==> src/hdl/hermite_tension_bias_interpolator_core_macros.svh <==
// ----------------------------------------------------------------------------
// Assertion macros for the Hermite tension/bias interpolator
// Concurrent checks compile in simulation and drop out when SYNTH is set.
// ----------------------------------------------------------------------------
`ifndef HERMITE_TENSION_BIAS_INTERPOLATOR_CORE_MACROS_SVH
`define HERMITE_TENSION_BIAS_INTERPOLATOR_CORE_MACROS_SVH

`ifndef SYNTH

// same-cycle implication
`define HTBI_ASSERT_IMPLY(lbl, clk, rst_n, ante, cons) \
  lbl: assert property (@(posedge clk) disable iff (!rst_n) (ante) |-> (cons)) \
    else $error("htbi: same-cycle check failed");

// next-cycle implication
`define HTBI_ASSERT_NEXT(lbl, clk, rst_n, ante, cons) \
  lbl: assert property (@(posedge clk) disable iff (!rst_n) (ante) |=> (cons)) \
    else $error("htbi: next-cycle check failed");

`else

`define HTBI_ASSERT_IMPLY(lbl, clk, rst_n, ante, cons)
`define HTBI_ASSERT_NEXT(lbl, clk, rst_n, ante, cons)

`endif

`endif

==> src/hdl/htbi_pkg.sv <==
// ----------------------------------------------------------------------------
// htbi_pkg
// Widths, constants and types shared by the Hermite interpolator modules.
// ----------------------------------------------------------------------------
`timescale 1ns / 1ps

package htbi_pkg;

  // field widths
  localparam int SAMPLE_W  = 16;
  localparam int POS_FRAC  = 16;
  localparam int POS_W     = POS_FRAC + 1;
  localparam int REG_W     = 16;
  localparam int TB_FRAC   = 14;
  localparam int CFG_IDX_W = 2;

  // tangent path widths (all exact)
  localparam int DIFF_W = SAMPLE_W + 1;
  localparam int K_W    = REG_W + 1;
  localparam int PROD_W = DIFF_W + K_W;
  localparam int SUM_W  = PROD_W + 1;
  localparam int TAN_W  = SUM_W + K_W;

  // tangents carry 2^SCALE_SHIFT, samples get lifted to match
  localparam int SCALE_SHIFT = 2 * TB_FRAC + 1;
  localparam int COEF_W      = 54;

  // Horner accumulator and the slice that enters each multiply
  localparam int ACC_W      = 104;
  localparam int MUL_W      = 88;
  localparam int CHUNK_W    = 30;
  localparam int HI_W       = MUL_W - 2 * CHUNK_W;
  localparam int LO_PROD_W  = CHUNK_W + POS_W;
  localparam int HI_PROD_W  = HI_W + POS_W + 1;

  // final scaling: 3 position fractions plus tangent scale
  localparam int TOTAL = 3 * POS_FRAC + SCALE_SHIFT;
  localparam int Q_W   = ACC_W - TOTAL;

  localparam int COEF_STAGES = 4;

  localparam logic signed [K_W-1:0] K_ONE = K_W'(2 ** TB_FRAC);

  localparam logic signed [SAMPLE_W-1:0] SAMPLE_MAX = SAMPLE_W'((2 ** (SAMPLE_W - 1)) - 1);
  localparam logic signed [SAMPLE_W-1:0] SAMPLE_MIN = SAMPLE_W'(-(2 ** (SAMPLE_W - 1)));
  localparam logic signed [Q_W-1:0]      Q_MAX      = Q_W'(SAMPLE_MAX);
  localparam logic signed [Q_W-1:0]      Q_MIN      = Q_W'(SAMPLE_MIN);

  typedef logic signed [SAMPLE_W-1:0] sample_t;
  typedef logic [POS_W-1:0]           pos_t;

  typedef enum logic [CFG_IDX_W-1:0] {
    CFG_TENSION = CFG_IDX_W'(0),
    CFG_BIAS    = CFG_IDX_W'(1)
  } cfg_idx_e;

  typedef struct packed {
    logic signed [REG_W-1:0] tension;
    logic signed [REG_W-1:0] bias;
  } cfg_t;

  typedef struct packed {
    sample_t y0;
    sample_t y1;
    sample_t y2;
    sample_t y3;
    pos_t    pos;
  } sample_req_t;

  // running Horner value plus the pre-shifted terms still to be added
  typedef struct packed {
    logic signed [ACC_W-1:0] acc;
    logic signed [ACC_W-1:0] add_a;
    logic signed [ACC_W-1:0] add_b;
    logic signed [ACC_W-1:0] add_c;
    pos_t                    pos;
  } horner_t;

  typedef struct packed {
    sample_t value;
    logic    saturated;
  } result_t;

endpackage

==> src/hdl/htbi_round_sat.sv <==
// ----------------------------------------------------------------------------
// htbi_round_sat
// Output stage: drops the fixed-point scale with round-half-up, clamps to
// the sample range and flags clamping. Holds the result register.
// ----------------------------------------------------------------------------
`timescale 1ns / 1ps
`include "hermite_tension_bias_interpolator_core_macros.svh"

module htbi_round_sat (
  input  logic              clk_i,
  input  logic              rst_ni,
  input  logic              valid_i,
  output logic              ready_o,
  input  htbi_pkg::horner_t horner_i,
  output logic              valid_o,
  input  logic              ready_i,
  output htbi_pkg::result_t result_o
);

  logic                          vld_q;
  logic signed [htbi_pkg::Q_W-1:0] q_floor, q_rnd;
  logic                          over, under;
  htbi_pkg::result_t             res_d, res_q;

  assign ready_o  = !vld_q || ready_i;
  assign valid_o  = vld_q;
  assign result_o = res_q;

  // rounding: floor of the scaled value plus the first dropped bit
  always_comb begin
    q_floor = horner_i.acc[htbi_pkg::ACC_W-1:htbi_pkg::TOTAL];
    q_rnd   = q_floor + htbi_pkg::Q_W'(horner_i.acc[htbi_pkg::TOTAL-1]);
    over    = q_rnd > htbi_pkg::Q_MAX;
    under   = q_rnd < htbi_pkg::Q_MIN;
    res_d.saturated = over || under;
    if (over) begin
      res_d.value = htbi_pkg::SAMPLE_MAX;
    end else if (under) begin
      res_d.value = htbi_pkg::SAMPLE_MIN;
    end else begin
      res_d.value = q_rnd[htbi_pkg::SAMPLE_W-1:0];
    end
  end

  always_ff @(posedge clk_i or negedge rst_ni) begin
    if (!rst_ni) begin
      vld_q <= 1'b0;
    end else if (ready_o) begin
      vld_q <= valid_i;
    end
  end

  always_ff @(posedge clk_i) begin
    if (ready_o) begin
      res_q <= res_d;
    end
  end

  // a flagged result sits on one of the rails
  `HTBI_ASSERT_IMPLY(a_sat_rail, clk_i, rst_ni, vld_q && res_q.saturated, (res_q.value == htbi_pkg::SAMPLE_MAX) || (res_q.value == htbi_pkg::SAMPLE_MIN))

endmodule

==> config.mk <==
export PLATFORM = sky130hd
export DESIGN_NAME = htbi_round_sat
export DESIGN_NICKNAME = d
export VERILOG_FILES = /design/src/hdl/htbi_pkg.sv /design/src/hdl/htbi_round_sat.sv
export VERILOG_INCLUDE_DIRS = /design/src /design/src/hdl
export SDC_FILE = /design/constraint.sdc
export NUM_CORES = 1
export LEC_CHECK = 0
export ABC_AREA = 0
export BUFFER_PORTS_ARGS = -buffer_cell sky130_fd_sc_hd__buf_2
export CORE_AREA = 2 2 178 180
export DETAILED_ROUTE_END_ITERATION = 8
export DIE_AREA = 0 0 180 182
export GPL_ROUTABILITY_DRIVEN = 0
export PLACE_DENSITY_LB_ADDON = 0.3
export SETUP_SLACK_MARGIN = 0.02
export SYNTH_ARGS = -nofsm -noshare
export SYNTH_HDL_FRONTEND = slang
export SYNTH_SLANG_ARGS = --single-unit
==> constraint.sdc <==
create_clock -name clk_i -period 2.1 [get_ports clk_i]
set_input_delay 0.42 -clock clk_i [delete_from_list [all_inputs] [get_ports clk_i]]
set_output_delay 0.42 -clock clk_i [all_outputs]
set_load 0.02 [all_outputs]
==> run_results.csv <==
group,metric,value,unit
run_status,status,"finished with violations",
run_status,violations,"negative setup slack",
cts,clk_pin_slew,50,ps
setup_path,r2r_slack,860,ps
final_layout,fin_area,2700,sq um
placed_design,dp_cells,635,
drt,ant_nets,0,
cts,cts_sinks,18,
logic_synthesis,synthFlopType,"edfxtp_1",
power,ir_drop,0.000319,V
grt,antenna_found_initial,0,
final_layout,fin_cells,642,
logic_synthesis,yosys.area.top_type,"edfxtp_1",
setup_path,crit_chain,"buf_6, nand4_1, buf_6, or3_4, a21oi_2, a31oi_1, or3_1, o41a_1, buf_12, o21ai_1",
sta,fin_crit,2260,ps
setup_path,worst_path_max_delay_cell,"or3_4",
setup_path,critPathMaxFanout,15,
cts,clkLatencyLatePin,250,ps
drt,wire_per_inst,10.5,um
flow_run,drv_cap,0,
final_layout,fin_nets,680,
setup_path,cp-end-kind,"flop",
floorplan,die_y,182,um
logic_synthesis,yosysSeqAreaShare,0.405,
sta,slew_headroom,0.752,
final_layout,register_area,536,sq um
final_layout,fin_util,0.0873,
setup_path,r2r-end,"result_o[0]",
floorplan,start_util,0.0427,
logic_synthesis,avgSynthCellArea,9.38,sq um
drt,finalWirelength,6710,um
floorplan,die-area,32800,sq um
logic_synthesis,synth_cells,141,
drt,vias,1490,
cts,h-tree-depth,1,
logic_synthesis,synth_area_leaders,"edfxtp_1 (39%), xor2_1 (6.0%), nand3_1 (4.5%)",
drt,drt_iter0_markers,36,
floorplan,fp-row-count,65,
sta,fin_crit_sh,1.08,
setup_path,worstPathArrival,2360,ps
final_layout,multiInputGateArea,878,sq um
setup_path,r2r-start,"valid_o",
final_layout,drive_gt1_frac,0.529,
min_path,hold_path_class,"primary input to flop",
sta,setup_violations,16,
power,p_total,1.13,mW
cts,cts_root_buf,"clkbuf_16",
logic_synthesis,synth_cell_type_count,39,
placed_design,post-dp-hpwl,5930,um
setup_path,cp-start-kind,"primary input",
sta,fmax,0.442,GHz
floorplan,fp.dieW,180,um
placed_design,post_dp_cell_area,2470,sq um
logic_synthesis,synth_edf_count,17,
setup_path,crit_path_max_incr_delay,370,ps
sta,skew,3.05,ps
sta,rsz0062_at_grt,"true",
grt,globalRouteOverflowTotal,0,
sta,finalMaxSlewViolations,0,
min_path,holdPathEnd,"valid_o",
logic_synthesis,synth_top_cell_area_share,0.386,
min_path,hold_depth,2,
cts,cts_buffers,3,
logic_synthesis,yosys_register_bits,18,
setup_path,cp_common_cell,"buf_6",
drt,drc,0,
logic_synthesis,yosys_warnings,0,
power,p_leak,0.933,nW
floorplan,ios,456,
min_path,hold_path.startpoint,"valid_i",
grt,grt_pass1_vias,1445,
drt,first_pass_iters,4,
floorplan,coreArea,31000,sq um
sta,tightest_slew,372,ps
placed_design,port_buffers,50,
logic_synthesis,synth_area,1320,sq um
sta,hold_viol_final,0,
final_layout,diodes,0,
grt,grt_max_degree,16,
logic_synthesis,syn_nets,580,
final_layout,fillers,3581,
sta,hold_ws,354,ps
logic_synthesis,async_reset_ff_frac,0.0556,
grt,grt_pass1_wl,9580,um
setup_path,r2r_cells,2,
cts,ctsLongestPathBuffers,2,
cts,cts_tree,"built",
power,powerDensity,418,nW/um^2
setup_path,critPathRequiredTime,2200,ps
grt,grt_usage,0.0409,
setup_path,critPathKind,"primary input to flop",
sta,setup_slack,-165,ps
drt,vias_per_cell,2.32,
final_layout,syn_to_final_growth,104,%
==> routing by layer <==
metal,up-vias,GRT usage,share of wire
li1,731,-,-
met1,716,0.0534,0.47
met2,39,0.0604,0.44
met3,4,0.0203,0.075
met4,0,0.00878,0.0079
met5,-,0,0
==> synth_stat cells (2+ instances only) <==
cell       n
or3_1      3
xor2_1     9
nand2_1    8
ha_1       2
xnor2_1    6
nand2b_1   2
o21bai_1   2
nand4_1    4
nor2_1    12
a31oi_1    2
buf_2      2
and3_1     6
o21ai_1    9
and2_1     2
o21ai_0    6
inv_1      3
nor4_1     5
a21oi_1    5
nand3_1   12
nor3b_1    2
clkbuf_1   4
edfxtp_1  17
nor3_1     2
==> worst max-delay path, delay by kind of cell <==
kind	cells	cell delay (ps)
simple gates	3	830
buf+inv	3	420
compound gates	4	690
==> power by group <==
group          switching, mW  total (mW)  internal (mW)
clock network          0.125       0.383          0.258
registers             0.0111       0.437          0.426
logic                  0.175       0.309          0.134
total                  0.311        1.13          0.818
==> flip-flops by register name, summed over array words and instances, names as in the netlist <==
name and flops:
valid_o 1, result_o 17
==> cells in the final DEF, fill, tap and decap left out, drive strengths merged, types with 2 or more instances in the layout <==
| cell type | netlist | final |
|---|---|---|
| o21bai | 2 | 2 |
| or3 | 3 | 3 |
| ha | 2 | 2 |
| xor2 | 9 | 9 |
| and2 | 2 | 2 |
| clkbuf | 4 | 4 |
| and3 | 6 | 6 |
| a31oi | 2 | 2 |
| nor2 | 12 | 12 |
| nor3 | 2 | 2 |
| nand2b | 2 | 2 |
| a21oi | 5 | 5 |
| nand3 | 13 | 13 |
| edfxtp | 17 | 17 |
| o21ai | 15 | 15 |
| nand2 | 8 | 8 |
| nor4 | 6 | 6 |
| nand4 | 6 | 6 |
| buf | 2 | 100 |
| inv | 3 | 3 |
| xnor2 | 6 | 6 |
| nor3b | 2 | 2 |
==> logic make-up after synthesis <==
kind of cell,after synthesis,share of synthesized area
xor gates and xnor gates,15,0.0993
muxes,1,0.00851
AOI/OAI and AO/OA,32,0.154
and+or+nand+nor,64,0.287
adders and majority gates,2,0.0189
DFF,18,0.405
buffers and inverters,9,0.0274
==> final cells by class <==
| type | count | area share |
|---|---|---|
| timing repair buffer | 101 | 0.258 |
| tap | 402 | 0.186 |
| sequential | 18 | 0.198 |
| inverter | 3 | 0.00416 |
| clock buffer | 4 | 0.0292 |
| multi-input combinational | 114 | 0.325 |
==> timing repair <==
action / CTS / global route
hold buffers: 1 / 0
gates cloned: 0 / 1
hold endpoints to repair: 1 / 0
gates resized for setup: 18 / 15
pin swaps: 2 / 2
setup buffers: 0 / 1
endpoints found under the setup margin: 16 / 16
==> per-stage QoR <==
step	setup TNS, ps	setup WS, ps
after floorplan	-5580	-517
after global placement	-10880	-698
after detailed placement	-9740	-660
after CTS	-3050	-210
after global routing	-4080	-270
final	-2290	-165
==> how the worst max path moves through the flow <==
stage,start,slack [ps],cells past startpoint,end
floorplan,horner_i[405],-520,12,result_o[0]
global placement,horner_i[420],-700,10,result_o[6]
detailed placement,horner_i[420],-660,10,result_o[8]
CTS,horner_i[418],-210,10,result_o[12]
global route,horner_i[417],-270,10,result_o[3]
finish,horner_i[417],-160,10,result_o[15]
Note: power is estimated with default switching activity, not from simulation.
