<file path="src/hdl/hermite_tension_bias_interpolator_core_macros.svh">
// ----------------------------------------------------------------------------
// Assertion macros for the Hermite tension/bias interpolator
// Concurrent checks compile in simulation and drop out when SYNTH is set.
// ----------------------------------------------------------------------------
`ifndef HERMITE_TENSION_BIAS_INTERPOLATOR_CORE_MACROS_SVH
`define HERMITE_TENSION_BIAS_INTERPOLATOR_CORE_MACROS_SVH

`ifndef SYNTH

// same-cycle implication
`define HTBI_ASSERT_IMPLY(lbl, clk, rst_n, ante, cons) \
  lbl: assert property (@(posedge clk) disable iff (!rst_n) (ante) |-> (cons)) \
    else $error("htbi: same-cycle check failed");

// next-cycle implication
`define HTBI_ASSERT_NEXT(lbl, clk, rst_n, ante, cons) \
  lbl: assert property (@(posedge clk) disable iff (!rst_n) (ante) |=> (cons)) \
    else $error("htbi: next-cycle check failed");

`else

`define HTBI_ASSERT_IMPLY(lbl, clk, rst_n, ante, cons)
`define HTBI_ASSERT_NEXT(lbl, clk, rst_n, ante, cons)

`endif

`endif

</file>
<file path="src/hdl/htbi_pkg.sv">
// ----------------------------------------------------------------------------
// htbi_pkg
// Widths, constants and types shared by the Hermite interpolator modules.
// ----------------------------------------------------------------------------
`timescale 1ns / 1ps

package htbi_pkg;

  // field widths
  localparam int SAMPLE_W  = 16;
  localparam int POS_FRAC  = 16;
  localparam int POS_W     = POS_FRAC + 1;
  localparam int REG_W     = 16;
  localparam int TB_FRAC   = 14;
  localparam int CFG_IDX_W = 2;

  // tangent path widths (all exact)
  localparam int DIFF_W = SAMPLE_W + 1;
  localparam int K_W    = REG_W + 1;
  localparam int PROD_W = DIFF_W + K_W;
  localparam int SUM_W  = PROD_W + 1;
  localparam int TAN_W  = SUM_W + K_W;

  // tangents carry 2^SCALE_SHIFT, samples get lifted to match
  localparam int SCALE_SHIFT = 2 * TB_FRAC + 1;
  localparam int COEF_W      = 54;

  // Horner accumulator and the slice that enters each multiply
  localparam int ACC_W      = 104;
  localparam int MUL_W      = 88;
  localparam int CHUNK_W    = 30;
  localparam int HI_W       = MUL_W - 2 * CHUNK_W;
  localparam int LO_PROD_W  = CHUNK_W + POS_W;
  localparam int HI_PROD_W  = HI_W + POS_W + 1;

  // final scaling: 3 position fractions plus tangent scale
  localparam int TOTAL = 3 * POS_FRAC + SCALE_SHIFT;
  localparam int Q_W   = ACC_W - TOTAL;

  localparam int COEF_STAGES = 4;

  localparam logic signed [K_W-1:0] K_ONE = K_W'(2 ** TB_FRAC);

  localparam logic signed [SAMPLE_W-1:0] SAMPLE_MAX = SAMPLE_W'((2 ** (SAMPLE_W - 1)) - 1);
  localparam logic signed [SAMPLE_W-1:0] SAMPLE_MIN = SAMPLE_W'(-(2 ** (SAMPLE_W - 1)));
  localparam logic signed [Q_W-1:0]      Q_MAX      = Q_W'(SAMPLE_MAX);
  localparam logic signed [Q_W-1:0]      Q_MIN      = Q_W'(SAMPLE_MIN);

  typedef logic signed [SAMPLE_W-1:0] sample_t;
  typedef logic [POS_W-1:0]           pos_t;

  typedef enum logic [CFG_IDX_W-1:0] {
    CFG_TENSION = CFG_IDX_W'(0),
    CFG_BIAS    = CFG_IDX_W'(1)
  } cfg_idx_e;

  typedef struct packed {
    logic signed [REG_W-1:0] tension;
    logic signed [REG_W-1:0] bias;
  } cfg_t;

  typedef struct packed {
    sample_t y0;
    sample_t y1;
    sample_t y2;
    sample_t y3;
    pos_t    pos;
  } sample_req_t;

  // running Horner value plus the pre-shifted terms still to be added
  typedef struct packed {
    logic signed [ACC_W-1:0] acc;
    logic signed [ACC_W-1:0] add_a;
    logic signed [ACC_W-1:0] add_b;
    logic signed [ACC_W-1:0] add_c;
    pos_t                    pos;
  } horner_t;

  typedef struct packed {
    sample_t value;
    logic    saturated;
  } result_t;

endpackage

</file>
<file path="src/hdl/htbi_horner.sv">
// ----------------------------------------------------------------------------
// htbi_horner
// One Horner step, acc * position + next term, in two stages: chunked
// partial products, then a shifted sum with the waiting term.
// ----------------------------------------------------------------------------
`timescale 1ns / 1ps
`include "hermite_tension_bias_interpolator_core_macros.svh"

module htbi_horner (
  input  logic              clk_i,
  input  logic              rst_ni,
  input  logic              valid_i,
  output logic              ready_o,
  input  htbi_pkg::horner_t horner_i,
  output logic              valid_o,
  input  logic              ready_i,
  output htbi_pkg::horner_t horner_o
);

  logic [1:0] vld_q;
  logic [2:0] rdy;

  logic [htbi_pkg::CHUNK_W-1:0]          lo_chunk, mid_chunk;
  logic signed [htbi_pkg::HI_W-1:0]      hi_chunk;
  logic signed [htbi_pkg::POS_W:0]       pos_s;
  logic [htbi_pkg::LO_PROD_W-1:0]        plo_d, pmid_d, plo_q, pmid_q;
  logic signed [htbi_pkg::HI_PROD_W-1:0] phi_d, phi_q;
  logic signed [htbi_pkg::ACC_W-1:0]     add_a_q, add_b_q, add_c_q;
  htbi_pkg::pos_t                        pos_q;
  htbi_pkg::horner_t                     hn_d, hn_q;

  // ready chain
  assign rdy[2]   = ready_i;
  assign rdy[1]   = !vld_q[1] || rdy[2];
  assign rdy[0]   = !vld_q[0] || rdy[1];
  assign ready_o  = rdy[0];
  assign valid_o  = vld_q[1];
  assign horner_o = hn_q;

  always_ff @(posedge clk_i or negedge rst_ni) begin
    if (!rst_ni) begin
      vld_q <= '0;
    end else begin
      if (rdy[0]) begin
        vld_q[0] <= valid_i;
      end
      if (rdy[1]) begin
        vld_q[1] <= vld_q[0];
      end
    end
  end

  // partial products: two unsigned low chunks, one signed top chunk
  always_comb begin
    lo_chunk  = horner_i.acc[htbi_pkg::CHUNK_W-1:0];
    mid_chunk = horner_i.acc[2*htbi_pkg::CHUNK_W-1:htbi_pkg::CHUNK_W];
    hi_chunk  = horner_i.acc[htbi_pkg::MUL_W-1:2*htbi_pkg::CHUNK_W];
    pos_s     = {1'b0, horner_i.pos};
    plo_d     = htbi_pkg::LO_PROD_W'(lo_chunk) * htbi_pkg::LO_PROD_W'(horner_i.pos);
    pmid_d    = htbi_pkg::LO_PROD_W'(mid_chunk) * htbi_pkg::LO_PROD_W'(horner_i.pos);
    phi_d     = htbi_pkg::HI_PROD_W'(hi_chunk) * htbi_pkg::HI_PROD_W'(pos_s);
  end

  always_ff @(posedge clk_i) begin
    if (rdy[0]) begin
      plo_q   <= plo_d;
      pmid_q  <= pmid_d;
      phi_q   <= phi_d;
      add_a_q <= horner_i.add_a;
      add_b_q <= horner_i.add_b;
      add_c_q <= horner_i.add_c;
      pos_q   <= horner_i.pos;
    end
  end

  // recombine and add the next coefficient; remaining terms move up
  always_comb begin
    hn_d.acc   = (htbi_pkg::ACC_W'(phi_q) <<< (2 * htbi_pkg::CHUNK_W))
               + (htbi_pkg::ACC_W'(pmid_q) << htbi_pkg::CHUNK_W)
               + htbi_pkg::ACC_W'(plo_q)
               + add_a_q;
    hn_d.add_a = add_b_q;
    hn_d.add_b = add_c_q;
    hn_d.add_c = '0;
    hn_d.pos   = pos_q;
  end

  always_ff @(posedge clk_i) begin
    if (rdy[1]) begin
      hn_q <= hn_d;
    end
  end

  // partial products never wait on an empty sum stage
  `HTBI_ASSERT_NEXT(a_horner_fill, clk_i, rst_ni, vld_q[0] && !vld_q[1], vld_q[1])

endmodule

</file>
<file path="config.mk">
export PLATFORM = sky130hd
export DESIGN_NAME = htbi_horner
export DESIGN_NICKNAME = d
export VERILOG_FILES = /design/src/hdl/htbi_pkg.sv /design/src/hdl/htbi_horner.sv
export VERILOG_INCLUDE_DIRS = /design/src /design/src/hdl
export SDC_FILE = /design/constraint.sdc
export NUM_CORES = 2
export LEC_CHECK = 0
export BUFFER_PORTS_ARGS = -buffer_cell sky130_fd_sc_hd__buf_2
export CAP_MARGIN = 25
export CORE_ASPECT_RATIO = 1.25
export CORE_MARGIN = 2
export CORE_UTILIZATION = 45
export CTS_CLUSTER_DIAMETER = 120
export DETAILED_ROUTE_END_ITERATION = 12
export GPL_TIMING_DRIVEN = 0
export PLACE_DENSITY = 0.6
export SYNTH_ARGS = -nofsm -noshare
export SYNTH_HDL_FRONTEND = slang
export SYNTH_SLANG_ARGS = --single-unit
export TNS_END_PERCENT = 10
</file>
<file path="constraint.sdc">
create_clock -name clk_i -period 21.7 [get_ports clk_i]
set_clock_uncertainty 0.1 [all_clocks]
set_input_delay 1.085 -clock clk_i [delete_from_list [all_inputs] [get_ports clk_i]]
set_output_delay 1.085 -clock clk_i [all_outputs]
set_load 0.03 [all_outputs]
</file>
==> results.md <==
* Kind of critical path: in -> reg
* Dominant cells by area after synthesis: fa_1 (33%), edfxtp_1 (29%), ha_1 (8.0%)
* Leading area contributor after synthesis: fa_1
* Post-synth EDFFs at 796
* Main synth FF type: edfxtp_1
* Worst Tran Pin Value at ~1200 ps
* Die width at 384.2 um
* Synth Instances at 7,662
* Routability cong. at around 0.98
* Upper clock frequency limit at 102.8 MHz
* Dpl cells at ~11,000
* Status: complete, no violations
* Post-CTS Hold Fix Bufs at 0
* Final hold vios at 0
* DRT iter0 DRCs at 4,932
* Post-Route WL at 291,900 um
* Unrepaired setup endpoints after global routing: false
* Mean Syn Cell Area at 10.61 um2
* Via Count at 59,270
* Final Util at 51.51%
* Row count at approximately 170
* Vias in the first global route at 61,510
* Die area at ~180,000 um2
* Largest net degree at the start of global routing at 66
* Reg2reg path depth at 14
* Global Route Usage Sum at 31.79%
* Worst Path Required at 21,870 ps
* Async S/R FF share, synth at 0.2506%
* Reg-to-reg slack, setup at 16,430 ps
* Clk buf depth at 3
* Root buf cell: clkbuf_16
* Critical Path Source Type: input pin
* Max Slew Vio Count at 0
* Nets at 10,940
* Die Y at 479.3 um
* Vias/cell at ~5.3
* Crit path arrival time at 9900 ps
* Drt wl/cell at around 26 um
* Reg2reg start: pmid_q[34]
* Crit Path Max Fanout at 10
* Clock Latency Late Sink at 700 ps
* HPWL Detailed at 246,200 um
* First-pass GRT wire length at 417,600 um
* Inserted Clock Buffers at 83
* TritonCTS clock tree: done
* Dpl ws at 11,390 ps
* Initial antenna violation count at 97
* Initial Util at 45.27%
* DRT Pass-1 Iters at 6
* Residual DRC at 0
* Layout cells sized above 1 at approximately 13%
* Relative slew slack at between 20% and 30%
* Total core area at approximately 180,000 um2
* Hold Crit Class: in -> async
* Final setup violation count at 0
* Yosys warning count at 0
* Cell area after synthesis at 81,320 um2
* Clock Pin Slew Worst Setup and Hold Paths at 60 ps
* Post-synth top area share at 32.55%
* CTS H-tree depth at 3
* Post-CTS setup buffers at 0
* Area Overhead vs Synth at 13.77%
* Final worst slack at ~12,000 ps
* Library cells used by synthesis at 89
* Max-Cap Viols at 0
* CP endpoint kind: flip-flop
* Reg2reg end: horner_o[431]
* Yosys reg bits at 798
* Fin crit share at 44.81%
* # IOs at just under 900
* # resized after CTS at 0
* ANT nets after route at 0
* Final min period at 9725 ps
* Final global-route overflow total at 0
* Fill cells at 16,380
* Fin cells at 11,140
* Port Buffers at 739
* Sequential fraction of the synthesis area at approximately 29%
* CTS sink count at 798
## kinds of logic (layout without fill, tap and decap cells)
family          Yosys count  after routing  share of synthesized area [%]
other cells               1            145                       0.004612
compound gates          733            733                          5.833
xor+xnor                218            218                          2.348
flops                   798            798                          29.46
buf+inv                2032           2994                          9.878
mux                       4              4                        0.05078
fa+ha+maj              1840           1840                          40.52
simple gates           2036           2036                          11.91
## routing by layer
layer  vias up  part of all wire (%)  wire length, um  global-route usage (%)
li1      25610                     -                -                       -
met1     30170                    37           108500                   38.64
met2      2662                    48           140900                   53.25
met3       762                   7.7            22360                   5.571
met4        62                   6.8            19710                   18.22
met5         -                  0.14              418                       0
## sequential cells by signal (all words and copies together), names as in the netlist
| register | cells |
|---|---|
| vld_q | 2 |
| pmid_q | 47 |
| add_a_q | 104 |
| add_c_q | 104 |
| add_b_q | 104 |
| plo_q | 47 |
| horner_o | 329 |
| pos_q | 17 |
| phi_q | 44 |
## per-stage QoR
stage	area (um2)	setup TNS [ps]	hold WS [ps]
after floorplan	81700	0	300.3
after global placement	88370	-1039760	300.6
after detailed placement	89610	0	304.5
after CTS	92360	0	11.45
after global routing	92450	0	39.70
final	92520	0	75.07
## cell usage after synthesis, types with 12 or more instances
| library cell | instances |
|---|---|
| and3_1 | 20 |
| nor3_1 | 31 |
| o211ai_1 | 13 |
| buf_4 | 104 |
| inv_1 | 1599 |
| nand3_1 | 40 |
| nor2_1 | 148 |
| a211oi_1 | 26 |
| nand2_1 | 1055 |
| a21o_1 | 112 |
| and2_1 | 578 |
| o21bai_1 | 41 |
| a21oi_1 | 242 |
| o21ai_0 | 131 |
| xor2_1 | 70 |
| xnor2_1 | 148 |
| nand4_1 | 52 |
| ha_1 | 518 |
| nand2b_1 | 34 |
| nor2b_1 | 32 |
| edfxtp_1 | 796 |
| clkbuf_1 | 317 |
| o21a_1 | 39 |
| buf_2 | 12 |
| a31oi_1 | 21 |
| fa_1 | 1322 |
## worst max-delay path, stage by stage
cell	delay, ps
buf_2	100
clkbuf_1	620
clkbuf_1	680
clkbuf_1	740
nand2_1	170
fa_1	580
fa_1	510
inv_1	50
fa_1	530
fa_1	440
fa_1	490
inv_1	50
fa_1	470
inv_1	90
ha_1	400
a211o_1	190
o22ai_1	90
nor3_1	200
inv_1	80
a311oi_1	520
nor2_1	150
o21ai_1	260
a211oi_1	210
o31ai_1	570
or4_1	210
nand4_1	350
## worst max path at each step
| stage | to | cells past startpoint | slack [ps] | start |
|---|---|---|---|---|
| after floorplan | add_a_q[0] | 1 | 5590 | ready_i |
| after global placement | add_a_q[98] | 2 | -2300 | ready_i |
| after detailed placement | plo_q[45] | 28 | 11390 | horner_i[4] |
| after CTS | plo_q[45] | 28 | 12150 | horner_i[4] |
| after global routing | pmid_q[43] | 26 | 11700 | horner_i[14] |
| final | pmid_q[43] | 26 | 11980 | horner_i[14] |
## placed cells by master (no fill, tap or decap), types with 13 or more instances in the layout
cell,n
a211oi_1,26
buf_8,54
clkbuf_16,84
inv_1,1599
xnor2_1,148
and2_1,578
nand2_1,1055
buf_2,751
clkinv_2,13
o21ai_0,131
buf_16,14
nand2b_1,33
nor2b_1,32
buf_4,104
a21oi_1,242
o21a_1,39
fa_1,1322
o21bai_1,41
nor3_1,31
a21o_1,112
and3_1,20
nand3_1,40
xor2_1,70
nor2_1,148
edfxtp_1,796
clkbuf_1,320
o211ai_1,13
a31oi_1,21
nand4_1,52
ha_1,518
conb_1,104
diode_2,41
## area by class of cell
cell class / count / area [um2] / area share [%]
inverters: 1599 / 6002 / 6.488
clock inverters: 55 / 614.3 / 0.6640
flip-flops and latches: 798 / 23950 / 25.89
well taps: 2376 / 2973 / 3.213
multi-input cells: 4935 / 49720 / 53.75
clock buffers: 93 / 2136 / 2.309
plain buffers: 433 / 2038 / 2.203
diodes: 41 / 102.6 / 0.1109
repair buffers: 814 / 4974 / 5.376
Power is not shown: default switching activity piles up to over one toggle a cycle in this logic, so the estimate is an artifact.
